<file path="config.mk">
export PLATFORM = sky130hd
export DESIGN_NAME = crc16_packet_checker_core
export DESIGN_NICKNAME = d
export VERILOG_FILES = /design/src/design/crc16pc_pkg.sv /design/src/design/crc16_packet_checker_core.sv
export SDC_FILE = /design/constraint.sdc
export NUM_CORES = 1
export LEC_CHECK = 0
export BUFFER_PORTS_ARGS = -buffer_cell sky130_fd_sc_hd__buf_2
export CORE_MARGIN = 2
export CORE_UTILIZATION = 40
export DETAILED_ROUTE_END_ITERATION = 16
export HOLD_SLACK_MARGIN = 0.05
export SYNTH_ARGS = -nofsm -noshare
export SYNTH_HDL_FRONTEND = slang
export SYNTH_SLANG_ARGS = --single-unit
</file>
<file path="constraint.sdc">
create_clock -name clk -period 5.4 [get_ports clk]
set_clock_uncertainty 0.2 [all_clocks]
set_input_delay 1.08 -clock clk [delete_from_list [all_inputs] [get_ports clk]]
set_output_delay 1.08 -clock clk [all_outputs]
set_load 0.05 [all_outputs]
</file>
<file path="src/design/crc16pc_pkg.sv">
// ---------------------------------------------------------------------------
// CRC-16 packet checker package
// Request and result types, status codes, constants and the CRC byte update.
// ---------------------------------------------------------------------------
package crc16pc_pkg;

  localparam int MAX_PACKET_BYTES = 64;
  localparam int COUNT_W = 7;
  localparam int CFG_INDEX_W = 2;

  localparam logic [COUNT_W-1:0] MIN_PACKET_BYTES = COUNT_W'(6);
  localparam logic [COUNT_W-1:0] MAX_COUNT = COUNT_W'(MAX_PACKET_BYTES);
  localparam logic [COUNT_W-1:0] COUNT_LIMIT = COUNT_W'(MAX_PACKET_BYTES + 1);

  localparam logic [15:0] CRC_INIT = 16'hFFFF;
  localparam logic [15:0] CRC_POLY = 16'hA001;

  localparam logic [COUNT_W-1:0] EXPECTED_LEN_ZERO_RESET = COUNT_W'(24);
  localparam logic [COUNT_W-1:0] EXPECTED_LEN_TWO_RESET = COUNT_W'(22);

  localparam logic [7:0] TYPE_ZERO = 8'd0;
  localparam logic [7:0] TYPE_TWO = 8'd2;

  typedef enum logic [CFG_INDEX_W-1:0] {
    CFG_EXPECTED_LEN_TYPE_ZERO = 2'd0,
    CFG_EXPECTED_LEN_TYPE_TWO  = 2'd1
  } cfg_index_t;

  typedef enum logic [2:0] {
    STATUS_OK           = 3'd0,
    STATUS_TOO_SHORT    = 3'd1,
    STATUS_TOO_LONG     = 3'd2,
    STATUS_UNKNOWN_TYPE = 3'd3,
    STATUS_BELOW_LENGTH = 3'd4,
    STATUS_CRC_MISMATCH = 3'd5
  } status_t;

  typedef struct packed {
    logic [7:0] rx_byte;
    logic       last_byte;
  } byte_req_t;

  typedef struct packed {
    logic [2:0]         status_code;
    logic [7:0]         packet_type;
    logic [7:0]         seq_number;
    logic [15:0]        timestamp;
    logic [COUNT_W-1:0] packet_length;
    logic [15:0]        crc_computed;
  } result_t;

  function automatic logic [15:0] crc_byte(input logic [15:0] crc, input logic [7:0] b);
    logic [15:0] c;
    c = crc ^ {8'h00, b};
    for (int i = 0; i < 8; i++) begin
      c = c[0] ? ((c >> 1) ^ CRC_POLY) : (c >> 1);
    end
    return c;
  endfunction

endpackage

</file>
<file path="src/design/crc16_packet_checker_core.sv">
// ---------------------------------------------------------------------------
// CRC-16 packet checker core
// Runs CRC-16/MODBUS over a byte stream, captures the header fields and
// reports one status per packet on its last byte.
// ---------------------------------------------------------------------------
// Throughput is one byte per cycle except while a last byte waits; the CRC byte
// update is unrolled; a result is valid the cycle after its last byte is accepted.
// A last byte waits only while the previous result is still held unaccepted.
// Reset is synchronous and clears the packet state and the result valid flag,
// and restores the length registers to 24 and 22.
module crc16_packet_checker_core (
  input  logic                                     clk,
  input  logic                                     rst,
  input  logic                                     byte_valid,
  output logic                                     byte_ready,
  input  crc16pc_pkg::byte_req_t                   byte_data,
  output logic                                     status_valid,
  input  logic                                     status_ready,
  output crc16pc_pkg::result_t                     status_data,
  input  logic                                     cfg_valid,
  output logic                                     cfg_ready,
  input  logic [crc16pc_pkg::CFG_INDEX_W-1:0]      cfg_index,
  input  logic [crc16pc_pkg::COUNT_W-1:0]          cfg_data
);

  logic [crc16pc_pkg::COUNT_W-1:0] expected_len_zero;
  logic [crc16pc_pkg::COUNT_W-1:0] expected_len_two;

  logic [15:0]                     crc_accum;
  logic [15:0]                     crc_accum_next;
  logic [crc16pc_pkg::COUNT_W-1:0] byte_count;
  logic [crc16pc_pkg::COUNT_W-1:0] byte_count_next;
  logic [7:0]                      delay_lo;
  logic [7:0]                      delay_hi;
  logic [7:0]                      type_hold;
  logic [7:0]                      type_hold_next;
  logic [7:0]                      seq_hold;
  logic [7:0]                      seq_hold_next;
  logic [15:0]                     time_hold;
  logic [15:0]                     time_hold_next;

  logic                            byte_accept;
  logic [15:0]                     crc_received;
  logic [crc16pc_pkg::COUNT_W-1:0] expected_len;
  crc16pc_pkg::status_t            status_next;
  crc16pc_pkg::result_t            result_next;

  assign cfg_ready = 1'b1;
  assign byte_ready = !status_valid || status_ready || !byte_data.last_byte;
  assign byte_accept = byte_valid && byte_ready;

  always_ff @(posedge clk) begin
    if (rst) begin
      expected_len_zero <= crc16pc_pkg::EXPECTED_LEN_ZERO_RESET;
      expected_len_two <= crc16pc_pkg::EXPECTED_LEN_TWO_RESET;
    end else if (cfg_valid) begin
      case (cfg_index)
        crc16pc_pkg::CFG_EXPECTED_LEN_TYPE_ZERO: expected_len_zero <= cfg_data;
        crc16pc_pkg::CFG_EXPECTED_LEN_TYPE_TWO:  expected_len_two <= cfg_data;
        default: begin
        end
      endcase
    end
  end

  always_comb begin
    type_hold_next = type_hold;
    seq_hold_next = seq_hold;
    time_hold_next = time_hold;
    case (byte_count)
      crc16pc_pkg::COUNT_W'(0): type_hold_next = byte_data.rx_byte;
      crc16pc_pkg::COUNT_W'(1): seq_hold_next = byte_data.rx_byte;
      crc16pc_pkg::COUNT_W'(2): time_hold_next = {time_hold[15:8], byte_data.rx_byte};
      crc16pc_pkg::COUNT_W'(3): time_hold_next = {byte_data.rx_byte, time_hold[7:0]};
      default: begin
      end
    endcase

    if (byte_count >= crc16pc_pkg::COUNT_W'(2)) begin
      crc_accum_next = crc16pc_pkg::crc_byte(crc_accum, delay_lo);
    end else begin
      crc_accum_next = crc_accum;
    end

    if (byte_count < crc16pc_pkg::COUNT_LIMIT) begin
      byte_count_next = byte_count + crc16pc_pkg::COUNT_W'(1);
    end else begin
      byte_count_next = byte_count;
    end

    crc_received = {byte_data.rx_byte, delay_hi};
    expected_len = (type_hold_next == crc16pc_pkg::TYPE_ZERO) ? expected_len_zero
                                                              : expected_len_two;

    if (byte_count_next < crc16pc_pkg::MIN_PACKET_BYTES) begin
      status_next = crc16pc_pkg::STATUS_TOO_SHORT;
    end else if (byte_count_next > crc16pc_pkg::MAX_COUNT) begin
      status_next = crc16pc_pkg::STATUS_TOO_LONG;
    end else if (type_hold_next != crc16pc_pkg::TYPE_ZERO &&
                 type_hold_next != crc16pc_pkg::TYPE_TWO) begin
      status_next = crc16pc_pkg::STATUS_UNKNOWN_TYPE;
    end else if (byte_count_next < expected_len) begin
      status_next = crc16pc_pkg::STATUS_BELOW_LENGTH;
    end else if (crc_received != crc_accum_next) begin
      status_next = crc16pc_pkg::STATUS_CRC_MISMATCH;
    end else begin
      status_next = crc16pc_pkg::STATUS_OK;
    end

    result_next.status_code = status_next;
    result_next.packet_type = type_hold_next;
    result_next.seq_number = seq_hold_next;
    result_next.timestamp = time_hold_next;
    result_next.packet_length = byte_count_next;
    result_next.crc_computed = crc_accum_next;
  end

  always_ff @(posedge clk) begin
    if (rst) begin
      crc_accum <= crc16pc_pkg::CRC_INIT;
      byte_count <= '0;
      delay_lo <= '0;
      delay_hi <= '0;
      type_hold <= '0;
      seq_hold <= '0;
      time_hold <= '0;
    end else if (byte_accept) begin
      if (byte_data.last_byte) begin
        crc_accum <= crc16pc_pkg::CRC_INIT;
        byte_count <= '0;
        delay_lo <= '0;
        delay_hi <= '0;
        type_hold <= '0;
        seq_hold <= '0;
        time_hold <= '0;
      end else begin
        crc_accum <= crc_accum_next;
        byte_count <= byte_count_next;
        delay_lo <= delay_hi;
        delay_hi <= byte_data.rx_byte;
        type_hold <= type_hold_next;
        seq_hold <= seq_hold_next;
        time_hold <= time_hold_next;
      end
    end
  end

  always_ff @(posedge clk) begin
    if (rst) begin
      status_valid <= 1'b0;
    end else if (byte_accept && byte_data.last_byte) begin
      status_valid <= 1'b1;
    end else if (status_ready) begin
      status_valid <= 1'b0;
    end
  end

  always_ff @(posedge clk) begin
    if (byte_accept && byte_data.last_byte) begin
      status_data <= result_next;
    end
  end

endmodule

</file>
==> run_results.csv, run 1 <==
group,metric,value,unit
floorplanning,die_h,133,um
clocking,clkLatencyLatePin,0.43,ns
worst_setup_path,regToRegEndpoint,"status_data[57]",
timing,finalCritPeriodShare,68.8,%
finish,fill_cell_total_of_the_finished_layout,1504,
timing,fin_tns_setup,0,ns
route,drt-wirelength-per-cell,17.5,um
route,dr_total_vias,5108,
worst_setup_path,worstSetupEndpointType,"flop",
finish,layout.nets,742,
timing,crit_path_setup_slack_layout,1.69,ns
route,vias_per_instance,5.43,
yosys,synth-seq-cells,144,
run_status,status,"complete, no violations",
floorplanning,floorplan_die_width,133,um
global_routing,global_route_total_overflow,0,
worst_setup_path,timing.critical_path.arrival,3.66,ns
global_routing,grt_pass1_wl,26.1,mm
yosys,edff_count_synth,58,
timing,worst_pin_slew,1.06,ns
finish,most_used_cells_in_the_layout_excluding_fill_and_tap_cells,"86 x sky130_fd_sc_hd__nor2_1, 86 x sky130_fd_sc_hd__dfxtp_1, 82 x sky130_fd_sc_hd__buf_2",
power,leakage,2.99,nW
power,power.switching,0.702,mW
floorplanning,die_area,17700,um^2
clocking,post_cts_hold_buffer_count,0,
route,drt_drc_violations_left,0,
global_routing,grt.total_usage,19.0,%
power,combPwrFrac,11.8,%
floorplanning,io_pins,84,
place,dp.final_hpwl,10.8,mm
global_routing,grt_start_max_net_pins,78,
worst_setup_path,path_class,"reg2reg",
yosys,synth.yosys.seq_area_share,52.0,%
yosys,syn_area_per_cell,10.3,um^2
timing,hold_viol_final,0,
floorplanning,coreArea,16400,um^2
worst_setup_path,cp_max_fo,9,
worst_setup_path,regToRegStartpoint,"byte_count[0]",
route,met3_wirelength,879,um
place,detailed_place.area,7210,um^2
clocking,cts_setup_buffers,0,
yosys,synth_fp_nets,682,
finish,areaGrowthSynthToFinish,16.9,%
power,peakVddDrop,0.000233,V
timing,slew_headroom,28.9,%
power,power_switching_share,26.8,%
min_path,worst_hold_path_type,"reg2reg",
clocking,cts.reportedPaths.clkPinSlew,0.06,ns
route,antenna_violating_nets_post_route,0,
finish,post_route_cells_drive_above_1_share,20.4,%
worst_setup_path,worst-endpoint-required,5.35,ns
timing,timing.final.max_slew_violations,0,
timing,final-setup-viol-count,0,
worst_setup_path,timing.critical_path.from_type,"flop",
place,post-place-ws,1.34,ns
route,routed_wirelength,16.4,mm
timing,max_freq,269,MHz
worst_setup_path,reg2reg_depth,9,
min_path,hold_path.startpoint,"expected_len_two[4]",
clocking,htreeDepth,4,
place,gp_congestion,0.856,
global_routing,via_count_of_the_first_global_routing_pass,4765,
floorplanning,start_util,40.6,%
route,route.layer.met1.wl,7.59,mm
yosys,postSynth.topFlopCell,"sky130_fd_sc_hd__dfxtp_1",
yosys,post_synth_inst_count,649,
min_path,worst_hold_path_depth,1,
finish,stdcell_area,7780,um^2
worst_setup_path,setup.reg_to_reg.worst_slack,1.69,ns
clocking,clk_path_buf_depth,2,
route,detail_route.first_pass.iterations,5,
clocking,post_cts_resize_count,0,
clocking,ctsRootBufferMaster,"sky130_fd_sc_hd__clkbuf_16",
power,p_seq_share,45.3,%
timing,rsz_0062_raised_after_global_routing,"no",
yosys,synth_cell_types,63,
flow_run,cap_viol_max_count,0,
route,routed-wl-met2,7.70,mm
yosys,ys_warn_count,0,
yosys,synth.cell_area,6660,um^2
power,p_int,1.92,mW
place,io_buffer_count,82,
route,dr.max_layer_used,"met4",
route,detail_route.iter0.violations,515,
power,power.share.clock,42.9,%
clocking,numCtsBuffers,17,
power,power.density_cell_area,337,nW/um^2
finish,diodes,0,
min_path,min_delay_worst_endpoint,"expected_len_two[4]",
clocking,tritoncts,"done",
global_routing,initial_antenna_violation_count,0,
floorplanning,core.rowCount,47,
timing,timing.final.crit_period,3.71,ns
yosys,synthArstFlopShare,0,%
clocking,tritoncts_num_sinks,144,
worst max-delay path by stage:
stage / startpoint / endpoint / slack (ns) / cells past startpoint
finish: byte_count[0] / status_data[57] / 1.69 / 9
global route: byte_count[0] / status_data[57] / 1.51 / 9
global placement: byte_data[4] / status_data[57] / 1.46 / 12
floorplan: status_ready / crc_accum[10] / 0.07 / 7
CTS: byte_count[2] / status_data[57] / 1.76 / 11
detailed placement: byte_data[4] / status_data[57] / 1.34 / 12
sequential cells by signal (all words and copies together), names as in the netlist:
register,flops
delay_lo,8
delay_hi,8
status_valid,1
expected_len_zero,7
byte_count,7
status_data,58
crc_accum,16
seq_hold,8
type_hold,8
time_hold,16
expected_len_two,7
stage by stage:
stage / power (mW) / instances / util (%) / hold slack [ns]
global route: 2.72 / 941 / 47.4 / 0.276
floorplan: 1.44 / 649 / - / 0.235
finish: 2.62 / 941 / 47.4 / 0.263
global placement: 1.51 / 910 / 43.9 / 0.253
detailed placement: 1.52 / 910 / 43.9 / 0.252
CTS: 2.65 / 941 / 47.4 / 0.264
kinds of logic after synthesis:
group	after synthesis	synth area share, %
muxes	31	4.93
xor gates and xnor gates	42	7.24
adders and majority gates	10	1.88
other	1	0.0563
buffers and inverters	66	4.02
AOI/OAI and AO/OA	143	15.3
and+or+nand+nor	212	14.5
DFF	144	52.0
cells in the mapped netlist, types with 5 or more instances:
cell / number / share of area, %
sky130_fd_sc_hd__a211o_1: 5 / 0.66
sky130_fd_sc_hd__a21oi_1: 34 / 2.6
sky130_fd_sc_hd__a22o_1: 16 / 2.1
sky130_fd_sc_hd__a22oi_1: 40 / 4.5
sky130_fd_sc_hd__clkbuf_1: 41 / 2.3
sky130_fd_sc_hd__dfxtp_1: 86 / 26
sky130_fd_sc_hd__edfxtp_1: 58 / 26
sky130_fd_sc_hd__ha_1: 10 / 1.9
sky130_fd_sc_hd__inv_1: 16 / 0.90
sky130_fd_sc_hd__mux2_2: 14 / 2.4
sky130_fd_sc_hd__mux2i_1: 17 / 2.6
sky130_fd_sc_hd__nand2_1: 52 / 2.9
sky130_fd_sc_hd__nand2b_1: 7 / 0.66
sky130_fd_sc_hd__nand3_1: 25 / 1.9
sky130_fd_sc_hd__nand4_1: 5 / 0.47
sky130_fd_sc_hd__nor2_1: 88 / 5.0
sky130_fd_sc_hd__nor2b_1: 5 / 0.47
sky130_fd_sc_hd__nor3_1: 5 / 0.38
sky130_fd_sc_hd__nor4_1: 6 / 0.56
sky130_fd_sc_hd__o21ai_0: 17 / 1.3
sky130_fd_sc_hd__xnor2_1: 31 / 4.1
sky130_fd_sc_hd__xnor3_1: 5 / 1.7
worst max-delay path, cell delays in order (launching register included):
cell,delay (ns)
sky130_fd_sc_hd__dfxtp_1,0.45
sky130_fd_sc_hd__inv_1,0.10
sky130_fd_sc_hd__ha_1,0.25
sky130_fd_sc_hd__nor3_2,0.42
sky130_fd_sc_hd__a21boi_0,0.24
sky130_fd_sc_hd__or3_1,0.34
sky130_fd_sc_hd__a2111oi_0,0.69
sky130_fd_sc_hd__o2111ai_1,0.23
sky130_fd_sc_hd__a211oi_2,0.38
sky130_fd_sc_hd__a2111oi_2,0.13
power groups by stage:
stage               Combinational, mW  Clock [mW]  Sequential [mW]
floorplan                       0.174           0             1.27
global placement                0.303           0             1.21
detailed placement              0.308           0             1.21
CTS                             0.310        1.15             1.19
global route                    0.334        1.20             1.19
finish                          0.309        1.12             1.19
layer usage:
layer	vias up	track usage, %
li1	2450	-
met5	-	0
met1	2461	26.1
met2	174	29.6
met4	0	7.53
met3	23	3.68
cell type report:
type | count | area (um^2) | area share, %
clock buffers | 19 | 443 | 5.69
clock inverters | 12 | 126 | 1.62
well taps | 220 | 275 | 3.54
flip-flops and latches | 144 | 3460 | 44.5
repair buffers | 90 | 470 | 6.05
inverters | 17 | 63.8 | 0.820
multi-input cells | 439 | 2940 | 37.8
Power figures use the tool's default switching activity.
==> inputs of run 2 (changes only) <==
==> constraint.sdc (replaced) <==
create_clock -name clk -period 3.85 [get_ports clk]
set_clock_uncertainty 0.2 [all_clocks]
set_input_delay 0.77 -clock clk [delete_from_list [all_inputs] [get_ports clk]]
set_output_delay 0.77 -clock clk [all_outputs]
set_load 0.05 [all_outputs]
==> run 2 against run 1 <==
  * Via count is 3.2% higher
  * Worst hold slack better by 0.0039 ns
  * Sequential power is 40% higher
  * Worst setup slack worse by 1.4 ns
  * Critical path depth is 2 higher
  * Die area stayed put
  * Power is 46% higher
  * Critical path type unchanged
  * Combinational power is 48% higher
  * First-iteration DRC count is 4.3% lower
==> run_results.csv, run 2 (synthesis results as in run 1) <==
group,metric,value,unit
floorplanning,coreArea,16400,um^2
clocking,tritoncts,"done",
global_routing,initial_antenna_violation_count,0,
finish,ff_latch_area,3460,um^2
floorplanning,die_area,17700,um^2
floorplanning,io_pins,84,
finish,diodes,0,
worst_setup_path,worstSetupEndpointType,"flop",
min_path,worst_hold_path_depth,2,
clocking,tritoncts_num_sinks,144,
worst_setup_path,timing.critical_path.from_type,"flop",
finish,regMostFlops,"status_data",
power,combPwrFrac,11.9,%
flow_run,cap_viol_max_count,0,
power,p_seq_share,43.6,%
timing,final-setup-viol-count,0,
power,power,3.82,mW
power,leakage,3.12,nW
worst_setup_path,timing.critical_path.arrival,3.59,ns
timing,worst_pin_slew,0.714,ns
worst_setup_path,reg2reg_depth,11,
place,detailed_place.area,7340,um^2
finish,stdcell_area,8000,um^2
finish,layout.nets,765,
finish,registers_with_the_most_flip_flops,"status_data x58, crc_accum x16, time_hold x16",
finish,most_used_cells_in_the_layout_excluding_fill_and_tap_cells,"86 x sky130_fd_sc_hd__nor2_1, 86 x sky130_fd_sc_hd__dfxtp_1, 82 x sky130_fd_sc_hd__buf_2",
route,detail_route.iter0.violations,493,
route,detail_route.first_pass.iterations,5,
timing,rsz_0062_raised_after_global_routing,"no",
floorplanning,start_util,40.6,%
timing,max_freq,281,MHz
timing,hold_viol_final,0,
timing,timing.final.max_slew_violations,0,
clocking,clk_path_buf_depth,2,
power,power.density_cell_area,478,nW/um^2
floorplanning,die_h,133,um
timing,timing.final.crit_period,3.56,ns
global_routing,global_route_total_overflow,0,
route,routed_wirelength,17.2,mm
clocking,numCtsBuffers,17,
global_routing,grt_pass1_wl,27.1,mm
power,peakVddDrop,0.000320,V
clocking,clkLatencyLatePin,0.43,ns
place,dp.final_hpwl,11.7,mm
clocking,cts.reportedPaths.clkPinSlew,0.06,ns
worst_setup_path,cp_max_fo,8,
route,vias_per_instance,5.46,
power,p_int,2.82,mW
route,drt_drc_violations_left,0,
global_routing,grt.total_usage,19.7,%
place,io_buffer_count,82,
finish,largest_register_ff_count,58,
power,power.switching,1.00,mW
timing,finalCritPeriodShare,92.4,%
run_status,status,"complete, no violations",
power,power_switching_share,26.2,%
timing,slew_headroom,52.0,%
worst_setup_path,setup.reg_to_reg.worst_slack,0.29,ns
finish,areaGrowthSynthToFinish,20.2,%
place,gp_congestion,0.894,
finish,post_route_cells_drive_above_1_share,23.1,%
route,drt-wirelength-per-cell,17.8,um
global_routing,via_count_of_the_first_global_routing_pass,5070,
global_routing,grt_start_max_net_pins,51,
finish,multi_input_gate_area,2940,um^2
clocking,ctsRootBufferMaster,"sky130_fd_sc_hd__clkbuf_16",
clocking,htreeDepth,4,
worst_setup_path,path_class,"reg2reg",
clocking,post_cts_hold_buffer_count,0,
route,antenna_violating_nets_post_route,0,
floorplanning,core.rowCount,47,
worst_setup_path,worst-endpoint-required,3.88,ns
floorplanning,floorplan_die_width,133,um
finish,fill_cell_total_of_the_finished_layout,1505,
power,power.share.clock,44.4,%
min_path,worst_hold_path_type,"reg2reg",
route,dr_total_vias,5269,
==> run 2: cell types whose count changed in the layout (fill, tap and decap cells not counted), sizes merged <==
cell and change:
clkinvlp -2, clkbuf -1, bufinv +2, clkinv +3
inv -1, buf +23
==> run 2: final timing paths <==
check / start / endpoint
min: delay_lo[2] / delay_lo[2]
min reg2reg: delay_lo[2] / delay_lo[2]
max: byte_count[2] / status_data[57]
max reg2reg: byte_count[2] / status_data[57]
==> run 2: final cells by class <==
class,instances,share of cell area (%)
well taps,220,3.44
inverters,17,0.798
clock inverters,14,2.25
flip-flops and latches,144,43.3
multi-input cells,439,36.8
repair buffers,113,8.04
clock buffers,18,5.37
==> run 2: per-layer routing <==
layer  global-route usage, %  share of wire, %
met1                    26.4                46
met3                    4.98               6.2
met2                    31.3                47
met4                    6.69               1.5
met5                       0                 0
==> run 2: power by group through the flow <==
stage                     Sequential, mW  Combinational, mW  Clock [mW]
after CTS                           1.67              0.451        1.72
after global placement              1.70              0.442           0
after global routing                1.67              0.489        1.78
after detailed placement            1.70              0.449           0
final                               1.67              0.456        1.70
after floorplan                     1.78              0.246           0
==> run 2: stage by stage <==
stage          setup WS (ns)  TNS, ns  instances  hold slack, ns  util [%]
3_3_place_gp          0.0570        0        928           0.252      44.8
6_report               0.292        0        965           0.267      48.7
5_1_grt               0.0644        0        965           0.291      48.7
3_5_place_dp         -0.0487  -0.0487        928           0.258      44.8
2_1_floorplan          0.383        0        649           0.235         -
4_1_cts                0.158        0        960           0.273      48.5
==> run 2: worst max-delay path, cell delays in order, from the launching register on <==
cell	delay, ns
sky130_fd_sc_hd__dfxtp_1	0.38
sky130_fd_sc_hd__or4_4	0.62
sky130_fd_sc_hd__o211a_4	0.29
sky130_fd_sc_hd__o211ai_4	0.31
sky130_fd_sc_hd__mux2i_1	0.27
sky130_fd_sc_hd__ha_1	0.28
sky130_fd_sc_hd__a21o_1	0.19
sky130_fd_sc_hd__a21oi_1	0.14
sky130_fd_sc_hd__nor2b_1	0.07
sky130_fd_sc_hd__nor3_2	0.17
sky130_fd_sc_hd__nand2_1	0.09
sky130_fd_sc_hd__a2111oi_2	0.35
==> run 2: what timing repair did <==
| item | in CTS | in global routing |
|---|---|---|
| endpoints found under the setup margin | 0 | 1 |
| resized for setup | 0 | 1 |
| buffers inserted | 0 | 5 |
==> inputs of run 3 (changes only) <==
--- a/config.mk
+++ b/config.mk
@@ -8,8 +8,10 @@
 export BUFFER_PORTS_ARGS = -buffer_cell sky130_fd_sc_hd__buf_2
 export CORE_MARGIN = 2
 export CORE_UTILIZATION = 40
+export CTS_BUF_LIST = sky130_fd_sc_hd__clkbuf_2 sky130_fd_sc_hd__clkbuf_4 sky130_fd_sc_hd__clkbuf_8
 export DETAILED_ROUTE_END_ITERATION = 16
 export HOLD_SLACK_MARGIN = 0.05
+export SKIP_LAST_GASP = 1
 export SYNTH_ARGS = -nofsm -noshare
 export SYNTH_HDL_FRONTEND = slang
 export SYNTH_SLANG_ARGS = --single-unit
==> run 3 against run 2 <==
  * Critical path depth did not move
  * Wire length fell by 1.0%
  * Sequential share of layout area rose by 1.0 points
  * Cell count did not move
  * Count of clock-buffer cells in the layout did not move
  * Sequential power barely moved
  * Flip-flop and latch count did not move
  * Maximum frequency barely moved
  * Register-to-register slack barely moved
  * Critical path type unchanged
==> run_results.csv, run 3 (synthesis results as in run 1) <==
group,metric,value,unit
run_status,status,"complete, no violations",
place,post-place-ws,-0.0487,ns
power,power.share.clock,37.3,%
clocking,cts.reportedPaths.clkPinSlew,0.08,ns
power,peakVddDrop,0.000203,V
global_routing,via_count_of_the_first_global_routing_pass,5067,
route,vias_per_instance,5.43,
finish,registers_with_the_most_flip_flops,"status_data x58, crc_accum x16, time_hold x16",
route,routed_wirelength,17.0,mm
floorplanning,coreArea,16400,um^2
place,dp.final_hpwl,11.7,mm
floorplanning,floorplan_die_width,133,um
worst_setup_path,worstSetupEndpointType,"flop",
worst_setup_path,cp_max_fo,8,
finish,instances_no_fill,965,
worst_setup_path,worst_setup_path_startpoint,"byte_count[2]",
global_routing,initial_antenna_violation_count,0,
clocking,htreeDepth,4,
worst_setup_path,cp_top_family,"compound AO/OA/AOI/OAI gates",
worst_setup_path,critical_path.cell_chain,"or4_4 -> o211a_4 -> o211ai_4 -> mux2i_1 -> ha_1 -> a21o_1 -> a21oi_1 -> nor2b_1 -> nor3_2 -> nand2_1 -> a2111oi_2",
min_path,worst_hold_path_type,"reg2reg",
flow_run,cap_viol_max_count,0,
worst_setup_path,path_buf_inv,0,
power,power_switching_share,27.7,%
place,gp_congestion,0.894,
route,antenna_violating_nets_post_route,0,
clocking,tritoncts_num_sinks,144,
global_routing,global_route_total_overflow,0,
route,detail_route.first_pass.iterations,5,
floorplanning,start_util,40.6,%
global_routing,grt.total_usage,19.4,%
floorplanning,io_pins,84,
timing,fin_hold_ws,0.271,ns
power,power.switching,0.937,mW
timing,hold_viol_final,0,
floorplanning,die_h,133,um
place,detailed_place.area,7340,um^2
power,power.density_cell_area,433,nW/um^2
clocking,tritoncts,"done",
route,drt-wirelength-per-cell,17.6,um
finish,most_used_cells_in_the_layout_excluding_fill_and_tap_cells,"86 x sky130_fd_sc_hd__nor2_1, 86 x sky130_fd_sc_hd__dfxtp_1, 82 x sky130_fd_sc_hd__buf_2",
floorplanning,die_area,17700,um^2
worst_setup_path,path_class,"reg2reg",
place,placed_cells_incl_taps,928,
timing,slew_headroom,57.8,%
timing,final-setup-viol-count,0,
timing,rsz_0062_raised_after_global_routing,"no",
timing,timing.final.crit_period,3.56,ns
worst_setup_path,crit_path_top_delay_cell,"sky130_fd_sc_hd__or4_4",
clocking,ctsRootBufferMaster,"sky130_fd_sc_hd__clkbuf_8",
min_path,hold_path.startpoint,"expected_len_two[1]",
clocking,numCtsBuffers,17,
place,io_buffer_count,82,
timing,timing.final.max_slew_violations,0,
power,combPwrFrac,13.5,%
timing,finalCritPeriodShare,92.4,%
timing,max_freq,281,MHz
finish,areaGrowthSynthToFinish,17.3,%
clocking,clk_path_buf_depth,2,
power,p_seq_share,49.2,%
clocking,post_cts_hold_buffer_count,0,
finish,post_route_cells_drive_above_1_share,23.2,%
power,p_int,2.45,mW
worst_setup_path,regToRegStartpoint,"byte_count[2]",
route,drt_drc_violations_left,0,
power,leakage,3.04,nW
finish,largest_register_ff_count,58,
timing,fin_tns_setup,0,ns
global_routing,grt_pass1_wl,26.9,mm
clocking,clkLatencyLatePin,0.46,ns
floorplanning,core.rowCount,47,
finish,regMostFlops,"status_data",
finish,diodes,0,
timing,worst_pin_slew,0.628,ns
route,detail_route.iter0.violations,463,
worst_setup_path,timing.critical_path.arrival,3.62,ns
timing,crit_path_setup_slack_layout,0.294,ns
route,dr_total_vias,5244,
global_routing,grt_start_max_net_pins,51,
finish,stdcell_area,7810,um^2
worst_setup_path,timing.critical_path.slowest_cell_delay,0.62,ns
worst_setup_path,worst-endpoint-required,3.92,ns
worst_setup_path,timing.critical_path.from_type,"flop",
finish,layout.nets,765,
## run 3: metal layers
layer  global-route usage [%]  wire length, um  vias to the layer above
met5                        0                0                        -
met4                     5.85              195                        0
met3                     5.13             1230                       24
met2                     31.1             7950                      194
met1                     25.9             7620                     2540
li1                         -                -                     2486
## run 3: path summary, 6_finish.rpt
| check | cells after the start | end | slack [ns] |
|---|---|---|---|
| worst min register to register | 1 | expected_len_two[1] | 0.27 |
| worst min-delay path | 1 | expected_len_two[1] | 0.27 |
| worst max-delay path | 11 | status_data[57] | 0.29 |
| worst max register to register | 11 | status_data[57] | 0.29 |
## run 3: layout make-up
class | instances | area [um^2]
Clock buffer | 18 | 241
Clock inverter | 14 | 180
Fill cell | 1532 | 8600
Inverter | 17 | 63.8
Multi-Input combinational cell | 439 | 2940
Sequential cell | 144 | 3460
Tap cell | 220 | 275
Timing Repair Buffer | 113 | 643
## run 3: through the flow
stage | power, mW | utilization [%]
floorplan | 2.02 | -
global placement | 2.14 | 44.8
detailed placement | 2.15 | 44.8
CTS | 3.40 | 47.3
global route | 3.50 | 47.6
finish | 3.38 | 47.6
## run 3: power by group through the flow
stage	Sequential [mW]	Clock, mW	Combinational, mW
floorplan	1.78	0	0.246
global placement	1.70	0	0.442
detailed placement	1.70	0	0.449
CTS	1.66	1.28	0.451
global route	1.67	1.34	0.489
finish	1.66	1.26	0.456
## run 3: timing repair
action | in CTS | in global routing
buffers inserted | 0 | 5
resized for setup | 0 | 1
endpoints found under the setup margin | 0 | 1
